### src/sv/srth_bin_unit.sv
`default_nettype none

module srth_bin_unit #(
   parameter int HIST_BINS = 8192,
   parameter int BIN_GROUP = 256
) (
   input  wire logic                         clock,
   input  wire logic                         reset,
   input  wire logic                         start,
   input  wire logic [31:0]                  time_value,
   output logic                              done,
   output logic [$clog2(HIST_BINS)-1:0]      bin
);

   localparam int IW = $clog2(HIST_BINS);

   logic          busy_ff, busy_in;
   logic          done_ff, done_in;
   logic [31:0]   val_ff, val_in;
   logic [33:0]   pos_ff, pos_in;
   logic [33:0]   span_ff, span_in;
   logic [5:0]    sh_ff, sh_in;
   logic [31:0]   idx_ff, idx_in;
   logic [IW-1:0] bin_ff, bin_in;
   logic [33:0]   val_ext;
   logic [33:0]   diff;
   logic [33:0]   quot;
   logic [31:0]   fin;

   // One octave per cycle: each octave spans BIN_GROUP bins of width step.
   always_comb begin
      busy_in = busy_ff;
      done_in = 1'b0;
      val_in  = val_ff;
      pos_in  = pos_ff;
      span_in = span_ff;
      sh_in   = sh_ff;
      idx_in  = idx_ff;
      bin_in  = bin_ff;
      val_ext = {2'b00, val_ff};
      diff    = val_ext - pos_ff;
      quot    = (diff + ((34'd1 << sh_ff) - 34'd1)) >> sh_ff;
      fin     = idx_ff;
      if (start) begin
         busy_in = 1'b1;
         val_in  = time_value;
         pos_in  = '0;
         span_in = 34'(BIN_GROUP);
         sh_in   = '0;
         idx_in  = '0;
      end else if (busy_ff) begin
         if (pos_ff + span_ff < val_ext) begin
            pos_in  = pos_ff + span_ff;
            span_in = {span_ff[32:0], 1'b0};
            sh_in   = sh_ff + 6'd1;
            idx_in  = idx_ff + 32'(BIN_GROUP);
         end else begin
            // Round the offset inside the octave up to whole bins.
            if (pos_ff < val_ext) begin
               fin = idx_ff + quot[31:0];
            end
            if (fin > 32'(HIST_BINS - 1)) begin
               fin = 32'(HIST_BINS - 1);
            end
            bin_in  = fin[IW-1:0];
            busy_in = 1'b0;
            done_in = 1'b1;
         end
      end
   end

   always_ff @(posedge clock) begin
      if (reset) begin
         busy_ff <= 1'b0;
         done_ff <= 1'b0;
      end else begin
         busy_ff <= busy_in;
         done_ff <= done_in;
      end
      val_ff  <= val_in;
      pos_ff  <= pos_in;
      span_ff <= span_in;
      sh_ff   <= sh_in;
      idx_ff  <= idx_in;
      bin_ff  <= bin_in;
   end

   assign done = done_ff;
   assign bin  = bin_ff;

endmodule

`default_nettype wire

### config.mk
export PLATFORM = sky130hd
export DESIGN_NAME = srth_bin_unit
export DESIGN_NICKNAME = d
export VERILOG_FILES = /design/src/sv/srth_bin_unit.sv
export SDC_FILE = /design/constraint.sdc
export NUM_CORES = 1
export LEC_CHECK = 0
export ABC_AREA = 1
export BUFFER_PORTS_ARGS = -buffer_cell sky130_fd_sc_hd__buf_4
export CORE_ASPECT_RATIO = 2
export CORE_MARGIN = 2
export CORE_UTILIZATION = 50
export CTS_CLUSTER_SIZE = 30
export DETAILED_ROUTE_END_ITERATION = 10
export PLACE_DENSITY = 0.66
export SLEW_MARGIN = 20
export SYNTH_ARGS = -nofsm -noshare
export SYNTH_HDL_FRONTEND = slang
export SYNTH_SLANG_ARGS = --single-unit
### constraint.sdc
create_clock -name clock -period 6.7 [get_ports clock]
set_input_delay 1.005 -clock clock [delete_from_list [all_inputs] [get_ports clock]]
set_output_delay 1.005 -clock clock [all_outputs]
set_load 0.02 [all_outputs]
==> results by group, run 1 <==
Floorplan
  – # IOs: 49
  – Std-Cell Rows: 88
  – Die ar.: 0.03032 mm2
  – Die height: 244.3 um
  – Initial Util: 0.5041
  – Core Region: 0.02863 mm2
  – Die width: 124.1 um

Pwr
  – Total power: 7.130 mW
  – Worst VDD drop: 390.5 uV
  – Internal Power: 3.170 mW
  – Cell Pwr Density: 448.0 mW/mm2
  – P_sw: 3.960 mW
  – Static leakage: 8.151 nW
  – Sw Share: 0.5554
  – Logic gate share of total power: 0.715
  – Part of the power in registers: 0.153
  – Clock power frac: 0.132

Worst setup path
  – Crit-path slowest cell: fa_1
  – Crit path DAT: 6330 ps
  – Reg-to-Reg End: bin[6]
  – Top cell by count, worst path: nand2_1
  – CP max FO: 13
  – Register-to-register setup slack: 530 ps
  – CP Capture Type: register
  – Worst-case reg-to-reg path depth: 40
  – Setup crit start kind: register
  – Critical Path RT: 6870 ps
  – Largest stage delay, worst path: 510 ps
  – Reg2reg start: sh_ff[1]
  – Crit Path Class: register to register

Global routing
  – Met3 Use GR: 0.03591
  – Initial antenna violation count: 0
  – All-Layer GR Usage: 0.3033
  – First-pass GRT wire length: 71950 um
  – GRT Max-Usage Layer: met2
  – GRT Residual Overflow: 0
  – Grt met2 use: 0.4995
  – Met1 usage: 0.4163
  – Largest net degree at the start of global routing: 77
  – Vias in the first global route: 14010

Min path
  – Min-delay src: span_ff[8]
  – Worst hold path class: register to register
  – Hold path depth: 2
  – Worst Hold End: span_ff[8]

Clocking
  – Resized Gates After CTS: 0
  – Clock transition at the registers of the reported paths: 70 ps
  – Post-CTS Hold Fix Bufs: 0
  – CTS root buf: clkbuf_16
  – Clock Sinks: 129
  – Post-CTS Setup Bufs: 0
  – Worst skew pair latency: 450 ps
  – TritonCTS Buffers: 17
  – Max clock buf depth: 2
  – CTS tree: done
  – H-tree levels: 4

Route
  – Drt total wl: 44270 um
  – DR vias: 14850
  – Vias per cell: 5.434
  – WL per Instance: 16.20 um
  – Residual DRC: 0
  – First drt pass iteration count: 8
  – DR iter-0 viols: 1221
  – Antenna Nets Post-Route: 0

Yosys
  – Seq/Total Area, Yosys: 0.2102
  – Register bit total from synthesis: 129
  – Async set-reset flop share out of synthesis: 0
  – Synthesized netlist net count: 2529
  – Mapped Cells: 2323
  – Library cells used by synthesis: 46
  – Number of enable flip-flop cells after synthesis: 45
  – Syn_area_per_cell: 6.212 um2
  – Synthesized area: 0.01443 mm2
  – Ys flop type: dfxtp_1
  – YS warnings: 0

Finish
  – Antenna diode count: 0
  – Synth-to-Final Area Change: 10.29%
  – Ratio of cells with drive above 1 in the final layout: 0.07585
  – Final net count: 2566

STA
  – Period utilization: 0.9203
  – Relative slew slack: 0.4827
  – Setup Skew: 16.48 ps
  – Final hold slack: 479.3 ps
  – Final setup fails: 0
  – Max Clk Rate: 0.1622 GHz
  – Fin. max-slew vios: 0
  – Worst Tran Pin Value: 773.4 ps
  – Hold Violations, Final: 0
  – Min Tclk post-route: 6166 ps

Place
  – Port Buf Inserts: 48
  – Post-DP HPWL: 35740 um
  – Placer Congestion: 0.9898

Status
  – Status: completed

Flow run
  – Max_cap viols: 0
worst max-delay path by stage:
stage	depth (start not counted)	from	endpoint	slack [ps]
CTS	44	sh_ff[3]	bin[9]	250
detailed placement	44	sh_ff[0]	bin[9]	290
global route	40	sh_ff[1]	bin[6]	-10
global placement	41	sh_ff[3]	bin[11]	410
floorplan	45	sh_ff[4]	bin[10]	580
finish	40	sh_ff[1]	bin[6]	530
routing by layer:
metal	wire length, um	up-vias
li1	-	7608
met1	19760	6721
met2	21000	471
met3	2694	51
met4	811	0
met5	0	-
cells in the final DEF, fill, tap and decap left out, types with 8 or more instances in the layout:
master     Yosys  routed
a21oi_1      139     136
buf_4          2      82
clkbuf_16      0      17
dfxtp_1       84      81
edfxtp_1      45      45
fa_1          27      27
ha_1         144     138
inv_1        345     341
inv_2          4       8
nand2_1      641     632
nand2_2        3      12
nand3_1      264     264
nand3b_1       9       9
nand4_1       32      32
nor2_1       244     227
nor2_2         2      16
nor3_1        24      22
nor4_1        16      15
o211ai_1       8       8
o21ai_0       97      96
o21ai_1        9      10
o21bai_1       8       8
xnor2_1       22      22
xor2_1        48      48
power by group through the flow:
stage                     registers [mW]  clock network (mW)  logic [mW]
after floorplan                     1.05                   0        3.71
after global placement              1.11                   0        4.95
after detailed placement            1.11                   0        4.93
after CTS                           1.09               0.962        4.97
after global routing                1.11               0.994        5.78
final                               1.09               0.943        5.10
final cells by class:
class | instances | area [um2]
inverter | 352 | 1321
tap | 360 | 450.4
timing repair buffer | 84 | 638.1
clock inverter | 14 | 142.6
clock buffer | 18 | 429.2
fill | 3003 | 12710
multi-input combinational | 1776 | 9897
sequential | 129 | 3037
worst max-delay path: cells and delay by family, from the launching register on:
family | cells | cell delay (ps)
AOI/OAI and AO/OA | 4 | 620
DFF | 1 | 350
buffers and inverters | 6 | 500
adders and majority gates | 4 | 1430
and+or+nand+nor | 25 | 2820
xor gates and xnor gates | 1 | 160
through the flow:
| stage | instance area [um2] | utilization | setup slack, ps | TNS [ps] | instances |
|---|---|---|---|---|---|
| after floorplan | 14430 | - | 584.2 | 0 | 2323 |
| after global placement | 15200 | 0.5310 | 412.6 | 0 | 2701 |
| after detailed placement | 15200 | 0.5310 | 290.4 | 0 | 2701 |
| after CTS | 15770 | 0.5510 | 245.0 | 0 | 2733 |
| after global routing | 15920 | 0.5559 | -12.06 | -12.06 | 2733 |
| final | 15920 | 0.5559 | 534.3 | 0 | 2733 |
synthesized netlist by cell type (all sizes together) (9+ instances only):
library cell    n  area (um2)
nor4           16       100.1
buf            27       171.4
xnor2          22       192.7
edfxtp         45        1351
nand3b          9       67.56
nor3           26       140.1
xor2           48       420.4
o21ai         108       548.0
nand2         644        2425
ha            144        1802
nand3         264        1321
dfxtp          84        1682
clkbuf         39       146.4
a21oi         140       704.4
nand4          32       200.2
nor2          247       939.7
fa             27       540.5
inv           349        1310
kinds of logic (layout without fill, tap and decap cells):
| kind of cell | count (synthesis) | after routing | synth area share |
|---|---|---|---|
| and+or+nand+nor | 1247 | 1247 | 0.3638 |
| buffers and inverters | 418 | 468 | 0.1136 |
| AOI/OAI and AO/OA | 288 | 288 | 0.1076 |
| adders and majority gates | 171 | 171 | 0.1623 |
| DFF | 129 | 129 | 0.2102 |
| xor gates and xnor gates | 70 | 70 | 0.04249 |
sequential cells by signal, summed over array words and instances, names as in the netlist:
register / cells
span_ff: 26
val_ff: 32
sh_ff: 6
busy_ff: 1
pos_ff: 26
idx_ff: 24
done: 1
bin: 13
No activity file was read; power rests on OpenSTA's default activity.
==> inputs of run 2 (changes only) <==
==> constraint.sdc (replaced) <==
create_clock -name clock -period 6.7 [get_ports clock]
set_input_delay 0 -clock clock [delete_from_list [all_inputs] [get_ports clock]]
set_output_delay 0 -clock clock [all_outputs]
set_load 0.02 [all_outputs]
==> results by group, run 2 (synthesized netlist as in run 1, its figures left out) <==
Status
  – Status: completed

Clocking
  – CTS root buf: clkbuf_16
  – Worst skew pair latency: 460 ps
  – Max clock buf depth: 2
  – Post-CTS Setup Bufs: 0
  – TritonCTS Buffers: 17
  – Clock transition at the registers of the reported paths: 70 ps
  – Clock Sinks: 129
  – H-tree levels: 4
  – CTS tree: done

STA
  – Fin. max-slew vios: 0
  – Fin worst setup slack: 509.7 ps
  – Period utilization: 0.9239
  – TNS Setup: 0 ps
  – RSZ-0062 raised after global routing: no
  – Final hold slack: 255.5 ps
  – Max Clk Rate: 0.1615 GHz
  – Final setup fails: 0
  – Min Tclk post-route: 6190 ps
  – Worst Tran Pin Value: 776.5 ps
  – Setup Skew: 15.18 ps
  – Hold Violations, Final: 0
  – Relative slew slack: 0.4823

Worst setup path
  – Critical Path RT: 6880 ps
  – Largest stage delay, worst path: 520 ps
  – Crit-path slowest cell: fa_1
  – Top cell by count, worst path: nand2_1
  – Crit Path Class: register to register
  – Worst-case reg-to-reg path depth: 41
  – Setup crit start kind: register
  – CP Capture Type: register
  – Setup crit end: bin[6]
  – Total stage count of the critical path: 41
  – Buffers and inverters on the worst path: 6
  – Register-to-register setup slack: 510 ps
  – Reg2reg start: sh_ff[4]
  – Crit. Startpoint: sh_ff[4]
  – Delay-heaviest family, CP: simple AND/OR/NAND/NOR gates
  – Crit path DAT: 6370 ps
  – CP max FO: 16
  – Reg-to-Reg End: bin[6]

Finish
  – Ratio of cells with drive above 1 in the final layout: 0.07104
  – Antenna diode count: 0
  – Design area: 0.01622 mm2
  – Commonest non-fill, non-tap cell in the layout: nand2_1
  – Filler Cells Inserted: 2962
  – Max FFs per register: 32
  – Synth-to-Final Area Change: 12.38%
  – Commonest cells after routing, fill and taps aside: 635 x nand2_1, 341 x inv_1, 263 x nand3_1
  – Final net count: 2600
  – Top flop regs: val_ff: 32 flops, pos_ff: 26 flops, span_ff: 26 flops
  – Top reg by flops: val_ff
  – Finished Layout Cells: 2767
  – Util after Layout: 0.5665

Route
  – DR iter-0 viols: 1156
  – Residual DRC: 0
  – Vias per cell: 5.408
  – First drt pass iteration count: 5
  – WL per Instance: 16.09 um
  – Drt total wl: 44530 um
  – DR vias: 14960
  – Antenna Nets Post-Route: 0

Place
  – DP Area: 0.01520 mm2
  – Port Buf Inserts: 48
  – Setup WS pre-CTS: 337.5 ps
  – Post-DP HPWL: 35590 um
  – Placed cell count: 2701
  – Placer Congestion: 0.9848

Pwr
  – Clock power frac: 0.132
  – P_sw: 3.935 mW
  – Internal Power: 3.175 mW
  – Worst VDD drop: 574.7 uV
  – Part of the power in registers: 0.153
  – Total power: 7.111 mW
  – Static leakage: 8.296 nW
  – Logic gate share of total power: 0.715
  – Sw Share: 0.5535
  – Cell Pwr Density: 438.5 mW/mm2

Floorplan
  – # IOs: 49
  – Std-Cell Rows: 88
  – Initial Util: 0.5041
  – Core Region: 0.02863 mm2
  – Die ar.: 0.03032 mm2
  – Die height: 244.3 um
  – Die width: 124.1 um

Min path
  – Worst hold path class: input pin to register

Global routing
  – GRT Residual Overflow: 0
  – First-pass GRT wire length: 72330 um
  – All-Layer GR Usage: 0.3049
  – Vias in the first global route: 14190
  – Largest net degree at the start of global routing: 77
  – Initial antenna violation count: 0

Flow run
  – Max_cap viols: 0
==> run 2: worst min path at each step <==
stage,startpoint,end,slack (ps),cells after the start
final,time_value[14],val_ff[14],260,2
after global routing,time_value[30],val_ff[30],250,2
after CTS,time_value[29],val_ff[29],240,2
after detailed placement,reset,busy_ff,170,2
after global placement,reset,busy_ff,170,2
after floorplan,reset,busy_ff,70,1
==> run 2: timing repair <==
item,CTS,global route
hold buffers,34,0
hold endpoints to repair,48,0
gates resized for setup,0,38
endpoints found under the setup margin,0,13
==> run 2: area by class of cell <==
cell class	count	area [um2]	area share
clock inverter	11	92.59	0.005709
timing repair buffer	118	974.7	0.06010
multi-input combinational	1776	9858	0.6079
clock buffer	21	483.0	0.02978
inverter	352	1321	0.08148
tap	360	450.4	0.02778
sequential	129	3037	0.1873
==> run 2: layer usage <==
layer / track usage / part of all wire / vias up
li1: - / - / 7673
met5: 0 / 0 / -
met3: 0.04081 / 0.060 / 73
met1: 0.4077 / 0.45 / 6756
met2: 0.4958 / 0.46 / 462
met4: 0.1100 / 0.031 / 0
==> run 2: power groups by stage <==
stage / sequential [mW] / clock (mW) / combinational (mW)
floorplan: 1.05 / 0 / 3.71
global placement: 1.11 / 0 / 4.95
detailed placement: 1.11 / 0 / 4.93
CTS: 1.09 / 0.954 / 4.99
global route: 1.11 / 0.987 / 5.77
finish: 1.09 / 0.937 / 5.08
