--- src/sv/srth_mod_unit.sv ---
`default_nettype none

module srth_mod_unit #(
   parameter int DIVISOR = 1024
) (
   input  wire logic                                       clock,
   input  wire logic                                       reset,
   input  wire logic                                       start,
   input  wire logic [31:0]                                operand,
   output logic                                            done,
   output logic [(DIVISOR > 1 ? $clog2(DIVISOR) : 1)-1:0]  remainder
);

   localparam int RW = DIVISOR > 1 ? $clog2(DIVISOR) : 1;
   // Reciprocal scaled by 2^32; the quotient estimate is low by at most one.
   localparam logic [32:0] RECIP = 33'((64'd1 << 32) / 64'(DIVISOR));
   localparam logic [31:0] DIV32 = 32'(DIVISOR);

   logic [2:0]    stage_ff, stage_in;
   logic          done_ff, done_in;
   logic [31:0]   x1_ff, x1_in;
   logic [31:0]   x2_ff, x2_in;
   logic [31:0]   q_ff, q_in;
   logic [31:0]   r_ff, r_in;
   logic [RW-1:0] rem_ff, rem_in;
   logic [31:0]   fix;

   // Remainder by a constant in three steps: reciprocal multiply, multiply and
   // subtract, then one corrective subtraction.
   always_comb begin
      stage_in = {stage_ff[1:0], start};
      done_in  = stage_ff[2];
      x1_in    = operand;
      q_in     = 32'((64'(x1_ff) * 64'(RECIP)) >> 32);
      x2_in    = x1_ff;
      r_in     = x2_ff - q_ff * DIV32;
      fix      = (r_ff >= DIV32) ? r_ff - DIV32 : r_ff;
      rem_in   = fix[RW-1:0];
   end

   always_ff @(posedge clock) begin
      if (reset) begin
         stage_ff <= '0;
         done_ff  <= 1'b0;
      end else begin
         stage_ff <= stage_in;
         done_ff  <= done_in;
      end
      x1_ff  <= x1_in;
      x2_ff  <= x2_in;
      q_ff   <= q_in;
      r_ff   <= r_in;
      rem_ff <= rem_in;
   end

   assign done      = done_ff;
   assign remainder = rem_ff;

endmodule

`default_nettype wire

--- config.mk ---
export PLATFORM = sky130hd
export DESIGN_NAME = srth_mod_unit
export DESIGN_NICKNAME = d
export VERILOG_FILES = /design/src/sv/srth_mod_unit.sv
export SDC_FILE = /design/constraint.sdc
export NUM_CORES = 1
export LEC_CHECK = 0
export ABC_AREA = 1
export BUFFER_PORTS_ARGS = -buffer_cell sky130_fd_sc_hd__buf_2
export CAP_MARGIN = 20
export CORE_ASPECT_RATIO = 1.1
export CORE_MARGIN = 3
export CORE_UTILIZATION = 37
export DETAILED_ROUTE_END_ITERATION = 10
export PLACE_DENSITY = 0.7
export SLEW_MARGIN = 40
export SYNTH_ARGS = -nofsm -noshare
export SYNTH_HDL_FRONTEND = slang
export SYNTH_SLANG_ARGS = --single-unit
export TNS_END_PERCENT = 20
--- constraint.sdc ---
create_clock -name clock -period 0.8 [get_ports clock]
set_clock_uncertainty 0.1 [all_clocks]
set_input_delay 0.04 -clock clock [delete_from_list [all_inputs] [get_ports clock]]
set_output_delay 0.04 -clock clock [all_outputs]
set_load 0.03 [all_outputs]
==> results.toml, run 1 <==
[critical_path]
slowest_stage = "sky130_fd_sc_hd__dfxtp_2"
setup.worst_path.end_class = "output pin"
cp_top_family = "flip-flops"
timing.critical_path.slowest_cell_delay_ns = 0.34
worstPathRequired_ns = 0.66
critPathKind = "flop to output pin"
cp_num_buf_inv = 1
cells_along_the_critical_path = "buf_6"
path_max_fanout = 1
setup.worst_path.start_class = "flop"
worstPathArrival_ns = 0.78

[cts]
clockRootBuffer = "sky130_fd_sc_hd__clkbuf_4"
ctsLongestPathBuffers = 2
clk-insertion-delay-late_ns = 0.32
clkTransAtPathRegs_ns = 0.10
tritoncts = "built"
cts.sinks = 44
cts-buffers-inserted = 5
post_cts_buffers = 0
clock_tree.htree_level_count = 2

[sta]
hold-worst-slack_ns = 0.2294
final.setup.worst_slack_ns = -0.1244
totalNegativeSetupSlack_ns = -1.279
timing.max_slew.rel_slack_pct = 92.50
worst_slew_pin_tran_ns = 0.1120
min_period_over_period_pct = 115.6
slew_violations = 0
final_period_minus_worst_setup_slack_ns = 0.9244
final_hold_viol_count = 0
report.final.setup_viol = 11
maximum_clock_rate_mhz = 1082
rsz_0062_raised_after_global_routing = "yes"

[floorplan]
die_w_um = 53.31
die-area_um2 = 3094
initial_utilization_pct = 39.65
floorplan.die.height_um = 58.04
ios = 46
design.core.area_um2 = 2297
num_rows = 18

[synth]
synth-warning-count = 0
synthesized_cell_area_um2 = 910.9
average_cell_area_after_synthesis_um2 = 17.52
synthesis.nets = 87
yosys.cell_types.count = 3
synthCells = 52
ys_ff_latch = 44
synth_sequential_area_ratio_pct = 96.70

[power_and_ir_drop]
cellLeakagePower_nw = 0.5768
power_per_cell_area_nw_per_um2 = 2582
fin_total_pwr_mw = 3.366
worst_ir_drop_vdd_v = 0.001867

[routing]
mean_routed_wirelength_per_cell_um = 8.877
antenna_left = 0
drt_iter0_markers = 5
postRouteWirelength_um = 1083
dr_total_vias = 431
detailedRoute.firstPassIterationCount = 3
routed_via_density = 3.533
detail_route.drc_violations = 0

[outcome]
failed_checks = "negative setup slack"
status = "finished with violations"

[global_route]
grt.total_usage_pct = 8.726
global_route_wire_length_before_repair_um = 1676
antenna_found_initial = 0
vias_in_the_first_global_route = 429
gr-total-overflow = 0
grt_max_degree = 12

[run]
maxCapViolations = 0

[final_layout]
area_delta_synth_final_pct = 43.13
postLayoutCellArea_um2 = 1304
postLayoutCoreUtil_pct = 56.75
layout.cells.non_filler = 122
mostFrequentLayoutCells = "sky130_fd_sc_hd__dfxtp_1 (33), sky130_fd_sc_hd__dlygate4sd3_1 (12), sky130_fd_sc_hd__buf_2 (12)"
nNetsFinal = 129
drive_above_1_share_pct = 42.39
commonest_non_fill_non_tap_cell_in_the_layout = "sky130_fd_sc_hd__dfxtp_1"
diodes = 0

[placed_design]
pre_cts_ws_ns = 0.1572
finalWeightedCongestion = 0.5190
placement.io_buffers = 23
post-place-cells = 105
placement.cell_area_um2 = 1064

[hold_path]
hold_class = "flop to flop"
state kept, by name (all words and copies together) (netlist names):
register / flops
stage_ff: 3
x1_ff: 10
x2_ff: 10
remainder: 10
r_ff: 10
done: 1
cells in the mapped netlist, drive strengths merged:
master / number / area (µm²)
nor2: 4 / 15.01
dfxtp: 44 / 880.8
inv: 4 / 15.01
area by class of cell:
type | instances | area, µm²
tap | 30 | 37.54
timing repair buffer | 35 | 304.0
sequential | 44 | 894.6
inverter | 4 | 15.01
clock buffer | 5 | 37.54
fill | 193 | 993.5
multi-input combinational | 4 | 15.01
worst reg2reg max path, stage by stage, from the launching register on:
cell	delay, ns
sky130_fd_sc_hd__dfxtp_1	0.33
sky130_fd_sc_hd__inv_1	0.05
sky130_fd_sc_hd__nor2_1	0.10
cell families after synthesis:
family        count (synthesis)  synth area share, %
buf+inv                       4                1.648
flops                        44                96.70
simple gates                  4                1.648
report_power, final:
group	internal [mW]	leakage [nW]	total [mW]	switching, mW
Clock	0.294	0.0230	0.834	0.540
Sequential	2.31	0.371	2.34	0.0283
Combinational	0.111	0.183	0.195	0.0843
worst paths after layout:
| check | startpoint | endpoint | slack (ns) | cells past startpoint |
|---|---|---|---|---|
| max reg2reg | stage_ff[2] | done | 0.15 | 2 |
| max | remainder[2] | remainder[2] | -0.12 | 1 |
| min | x2_ff[7] | r_ff[7] | 0.23 | 0 |
| min reg2reg | x2_ff[7] | r_ff[7] | 0.23 | 0 |
layer usage:
layer  GRT usage (%)  routed length (µm)
met5               0                   0
met1           6.965                 414
met3           7.712                  77
met4           6.569                  13
met2           13.13                 577
timing repair:
item / in CTS / in global routing
resized for setup: 33 / 0
endpoints found under the hold margin: 14 / 0
hold buffers: 12 / 0
setup endpoints to repair: 11 / 11
Power figures use the tool's default switching activity.
==> inputs of run 2 (changes only) <==
ABC_AREA = not set   (was 1)
BUFFER_PORTS_ARGS = not set   (was -buffer_cell sky130_fd_sc_hd__buf_2)
CORE_ASPECT_RATIO = not set   (was 1.1)
CORE_UTILIZATION = 49   (was 37)
DONT_BUFFER_PORTS = 1   (was not set)
PLACE_DENSITY = 0.66   (was 0.7)
==> run 2 against run 1 <==
Against the previous run: the flow still finishes with violations (negative setup slack); combinational power is 73% lower; via count down 17%; worst hold slack worse by 0.078 ns; utilization grew 15 points; non-clock buffer count is 23 lower; sequential cell count unchanged; critical path depth fell by 1; critical path type unchanged; largest cell class unchanged.
==> results.toml, run 2 <==
[cts]
cts.sinks = 44
clockRootBuffer = "sky130_fd_sc_hd__clkbuf_4"
clk-insertion-delay-late_ns = 0.32
clock_tree.htree_level_count = 2
ctsLongestPathBuffers = 2
cts-buffers-inserted = 5
clkTransAtPathRegs_ns = 0.11
tritoncts = "built"

[sta]
worst_slew_pin_tran_ns = 0.1449
maximum_clock_rate_mhz = 1145
final_period_minus_worst_setup_slack_ns = 0.8731
slew_violations = 0
min_period_over_period_pct = 109.1
totalNegativeSetupSlack_ns = -0.7799
final.setup.worst_slack_ns = -0.07309
final_hold_viol_count = 0
rsz_0062_raised_after_global_routing = "yes"
timing.max_slew.rel_slack_pct = 90.31
report.final.setup_viol = 11

[critical_path]
timing.reg2reg.setup_slack_ns = 0.16
critPathKind = "flop to output pin"
worstPathRequired_ns = 0.66
worstPathArrival_ns = 0.73
setup.worst_path.start_class = "flop"
path_max_fanout = 1
setup.worst_path.end_class = "output pin"

[routing]
highest_layer = "met3"
wl_met2_um = 503
met1_wire_length_um = 332
postRouteWirelength_um = 947
route.met3.wl_um = 112
detailedRoute.firstPassIterationCount = 2
mean_routed_wirelength_per_cell_um = 10.29
antenna_left = 0
detail_route.drc_violations = 0
routed_via_density = 3.902
dr_total_vias = 359
drt_iter0_markers = 2

[synth]
average_cell_area_after_synthesis_um2 = 18.87
netlist.top_cell.by_area = "sky130_fd_sc_hd__dfxtp_1"
post-synth-top-count-cell = "sky130_fd_sc_hd__dfxtp_1"
synthCells = 48
synth-warning-count = 0
yosys.cell_types.count = 2
synth_top_area_share_pct = 97.24
ys_top_cells_by_count = "sky130_fd_sc_hd__dfxtp_1 (44), sky130_fd_sc_hd__nor2b_1 (4)"
ys_ff_latch = 44
synth-async-reset-ratio_pct = 0
synth_sequential_area_ratio_pct = 97.24
ys_dominant_reg_cell = "sky130_fd_sc_hd__dfxtp_1"
synthesized_cell_area_um2 = 905.9
synthesis.nets = 83
synth-edff-count = 0
synth_area_leaders = "sky130_fd_sc_hd__dfxtp_1 (97%), sky130_fd_sc_hd__nor2b_1 (2.8%)"

[placed_design]
placement.cell_area_um2 = 935.9
pre_cts_ws_ns = 0.1798
finalWeightedCongestion = 0.5832
placement.io_buffers = 0

[power_and_ir_drop]
share_seq_of_total_power_pct = 69.2
cellLeakagePower_nw = 0.4716
worst_ir_drop_vdd_v = 0.001920
power_per_cell_area_nw_per_um2 = 2959
net-switching-power_mw = 0.6795
power.share.clock_pct = 29.3
p_int_mw = 2.749
fin_total_pwr_mw = 3.428
combinationalPowerShare_pct = 1.5
switching_share_pct = 19.82

[global_route]
gr-total-overflow = 0
grt.total_usage_pct = 9.680
vias_in_the_first_global_route = 313
antenna_found_initial = 0
global_route_wire_length_before_repair_um = 1476
grt_max_degree = 14

[final_layout]
diodes = 0
area_delta_synth_final_pct = 27.90
nNetsFinal = 102
drive_above_1_share_pct = 27.94
postLayoutCoreUtil_pct = 71.89
mostFrequentLayoutCells = "sky130_fd_sc_hd__dfxtp_1 (33), sky130_fd_sc_hd__dlygate4sd3_1 (12), sky130_fd_sc_hd__dfxtp_4 (11)"
commonest_non_fill_non_tap_cell_in_the_layout = "sky130_fd_sc_hd__dfxtp_1"
postLayoutCellArea_um2 = 1159

[floorplan]
design.core.area_um2 = 1612
ios = 46
initial_utilization_pct = 56.21
die_w_um = 49.00
floorplan.die.height_um = 49.00
die-area_um2 = 2401
num_rows = 14

[hold_path]
hold_class = "primary input to flop"

[outcome]
failed_checks = "negative setup slack"
status = "finished with violations"

[run]
maxCapViolations = 0
run 2: cell count changes after synthesis, sizes merged:
cell,delta
nor2,-4
inv,-4
nor2b,+4
run 2: power groups by stage:
stage / Clock [mW] / Combinational [mW] / Sequential [mW]
after floorplan: 0 / 0.00461 / 2.43
after global placement: 0 / 0.00495 / 2.43
after detailed placement: 0 / 0.00590 / 2.44
after CTS: 1.05 / 0.0529 / 2.37
after global routing: 1.17 / 0.0565 / 2.38
final: 1.01 / 0.0520 / 2.37
run 2: area by class of cell:
class	instances	area [µm²]
flip-flops and latches	44	922.1
fillers	105	452.9
repair buffers	12	120.1
clock buffers	6	51.30
well taps	24	30.03
multi-input cells	4	25.02
clock inverters	2	10.01
run 2: kinds of logic (layout without fill, tap and decap cells):
family	count (synthesis)	after routing	synth area share [%]
flip-flops	44	44	97.24
AND/OR/NAND/NOR	4	4	2.762
buffers and inverters	0	20	0
run 2: metrics by stage:
step | cells | hold slack, ns
2_1_floorplan | 48 | -0.03228
6_report | 92 | 0.1515
4_1_cts | 92 | 0.1363
3_3_place_gp | 72 | -0.03223
3_5_place_dp | 72 | -0.03223
5_1_grt | 92 | 0.1120
run 2: repair_timing:
item,4_1_cts,5_1_grt
resized for setup,22,0
endpoints found under the hold margin,14,0
endpoints found under the setup margin,11,11
buffers inserted,0,0
hold buffers,12,0
run 2: path summary, 6_finish.rpt:
check,start,depth (start not counted),endpoint
worst max-delay path,remainder[5],0,remainder[5]
worst min-delay path,operand[6],1,x1_ff[6]
worst max register to register,stage_ff[0],1,stage_ff[1]
worst min register to register,r_ff[3],0,remainder[3]
run 2: per-layer routing:
metal | vias up | GRT usage, %
li1 | 183 | -
met1 | 155 | 7.101
met2 | 21 | 14.71
met3 | 0 | 10.70
met4 | 0 | 5.687
met5 | - | 0
==> inputs of run 3 (changes only) <==
BUFFER_PORTS_ARGS = -buffer_cell sky130_fd_sc_hd__buf_2   (was not set)
CORE_UTILIZATION = 44   (was 49)
DONT_BUFFER_PORTS = not set   (was 1)
PLACE_DENSITY = 0.78   (was 0.66)
clock period = 1.1 ns   (was 0.8 ns; I/O delays follow)
==> run 3 against run 2 <==
Against the previous run: the flow now finishes without violations; sequential share of layout area is 9.0 points lower; sequential cell count stayed put; first-iteration DRC count grew to 2.5 times the previous value; utilization is 4.0 points lower; clock power is 11% lower; sequential power is 29% lower; routed wire length is 7.6% higher; largest power group unchanged; highest routed layer unchanged.
==> results.toml, run 3 (synthesis results as in run 2) <==
[final_layout]
mostFrequentLayoutCells = "sky130_fd_sc_hd__dfxtp_1 (44), sky130_fd_sc_hd__buf_2 (23), sky130_fd_sc_hd__dlygate4sd3_1 (12)"
nNetsFinal = 125
drive_above_1_share_pct = 32.97
layout.cells.non_filler = 116
postLayoutCoreUtil_pct = 67.89
multi_input_area_um2 = 25.02
fill_cells = 142
area.sequential_um2 = 880.8
diodes = 0
area_delta_synth_final_pct = 37.85
commonest_non_fill_non_tap_cell_in_the_layout = "sky130_fd_sc_hd__dfxtp_1"

[hold_path]
hold_class = "flop to flop"

[critical_path]
worstPathRequired_ns = 0.94
setup.worst_path.end_class = "output pin"
setup.worst_path.start_class = "flop"
cp_num_buf_inv = 1
slowest_stage = "sky130_fd_sc_hd__dfxtp_1"
timing.critical_path.slowest_cell_delay_ns = 0.33
critPathKind = "flop to output pin"
path_max_fanout = 1
worstPathArrival_ns = 0.85
cp_top_family = "flip-flops"
cells_along_the_critical_path = "buf_2"

[floorplan]
ios = 46
initial_utilization_pct = 49.25
die_w_um = 51.38
die-area_um2 = 2639
floorplan.die.height_um = 51.38
design.core.area_um2 = 1839
num_rows = 15

[sta]
min_period_over_period_pct = 90.92
timing.max_slew.rel_slack_pct = 89.01
slew_violations = 0
hold-worst-slack_ns = 0.2365
worst_slew_pin_tran_ns = 0.1660
report.final.setup_viol = 0
final_hold_viol_count = 0
maximum_clock_rate_mhz = 999.8
totalNegativeSetupSlack_ns = 0
rsz_0062_raised_after_global_routing = "no"
final_period_minus_worst_setup_slack_ns = 1.000

[global_route]
gr-usage-met1_pct = 7.519
antenna_found_initial = 0
grt_use_met2_pct = 18.01
global_route_wire_length_before_repair_um = 1669
grt.total_usage_pct = 9.456
gr-total-overflow = 0
grt_use_met3_pct = 5.539
globalRoute.busiestLayer = "met2"
vias_in_the_first_global_route = 413
grt_max_degree = 14

[power_and_ir_drop]
power_per_cell_area_nw_per_um2 = 2171
share_seq_of_total_power_pct = 62.4
combinationalPowerShare_pct = 4.4
net-switching-power_mw = 0.5012
cellLeakagePower_nw = 0.5636
worst_ir_drop_vdd_v = 0.001397
power.share.clock_pct = 33.3
fin_total_pwr_mw = 2.711
switching_share_pct = 18.49
p_int_mw = 2.210

[routing]
dr_total_vias = 422
detail_route.drc_violations = 0
detailedRoute.firstPassIterationCount = 4
drt_iter0_markers = 5
antenna_left = 0
routed_via_density = 3.638
mean_routed_wirelength_per_cell_um = 8.784
postRouteWirelength_um = 1019

[cts]
cts-buffers-inserted = 5
clock_tree.htree_level_count = 2
ctsLongestPathBuffers = 2
tritoncts = "built"
clk-insertion-delay-late_ns = 0.31
cts.sinks = 44
clockRootBuffer = "sky130_fd_sc_hd__clkbuf_4"
clkTransAtPathRegs_ns = 0.11

[run]
maxCapViolations = 0

[outcome]
status = "complete, no violations"

[placed_design]
finalWeightedCongestion = 0.5425
placement.io_buffers = 23
post-place-cells = 96
-- run 3: path summary, 6_finish.rpt --
path         slack, ns  cells past startpoint           end    startpoint
max                0.1                      1  remainder[0]  remainder[0]
max reg2reg       0.45                      1   stage_ff[1]   stage_ff[0]
min               0.24                      0       r_ff[3]      x2_ff[3]
min reg2reg       0.24                      0       r_ff[3]      x2_ff[3]
-- run 3: power by group through the flow --
stage          clock, mW  combinational, mW  sequential (mW)
6_report           0.902              0.119             1.69
2_1_floorplan          0            0.00335             1.77
3_3_place_gp           0             0.0837             1.72
3_5_place_dp           0             0.0868             1.73
4_1_cts            0.932              0.119             1.69
5_1_grt            0.997              0.127             1.70
-- run 3: layout make-up --
| class | instances | share of cell area (%) |
|---|---|---|
| flip-flops and latches | 44 | 70.54 |
| repair buffers | 35 | 18.84 |
| well taps | 25 | 2.505 |
| clock buffers | 6 | 3.307 |
| clock inverters | 2 | 2.806 |
| multi-input cells | 4 | 2.004 |
-- run 3: timing repair --
action	in CTS	in global routing
gates resized for setup	0	0
setup endpoints to repair	0	0
endpoints found under the hold margin	14	0
setup buffers	0	0
hold buffers	12	0
-- run 3: metrics by stage --
| step | cell area, µm² | setup slack, ns |
|---|---|---|
| 2_1_floorplan | 905.9 | 0.4857 |
| 3_3_place_gp | 1052 | 0.4787 |
| 3_5_place_dp | 1052 | 0.4444 |
| 4_1_cts | 1249 | 0.06726 |
| 5_1_grt | 1249 | 0.04068 |
| 6_report | 1249 | 0.09983 |
-- run 3: layer usage --
metal  part of all wire, %  vias up
met5                     0        -
met4                     0        0
met3                   7.7        0
met2                    54       16
met1                    38      178
li1                      -      228
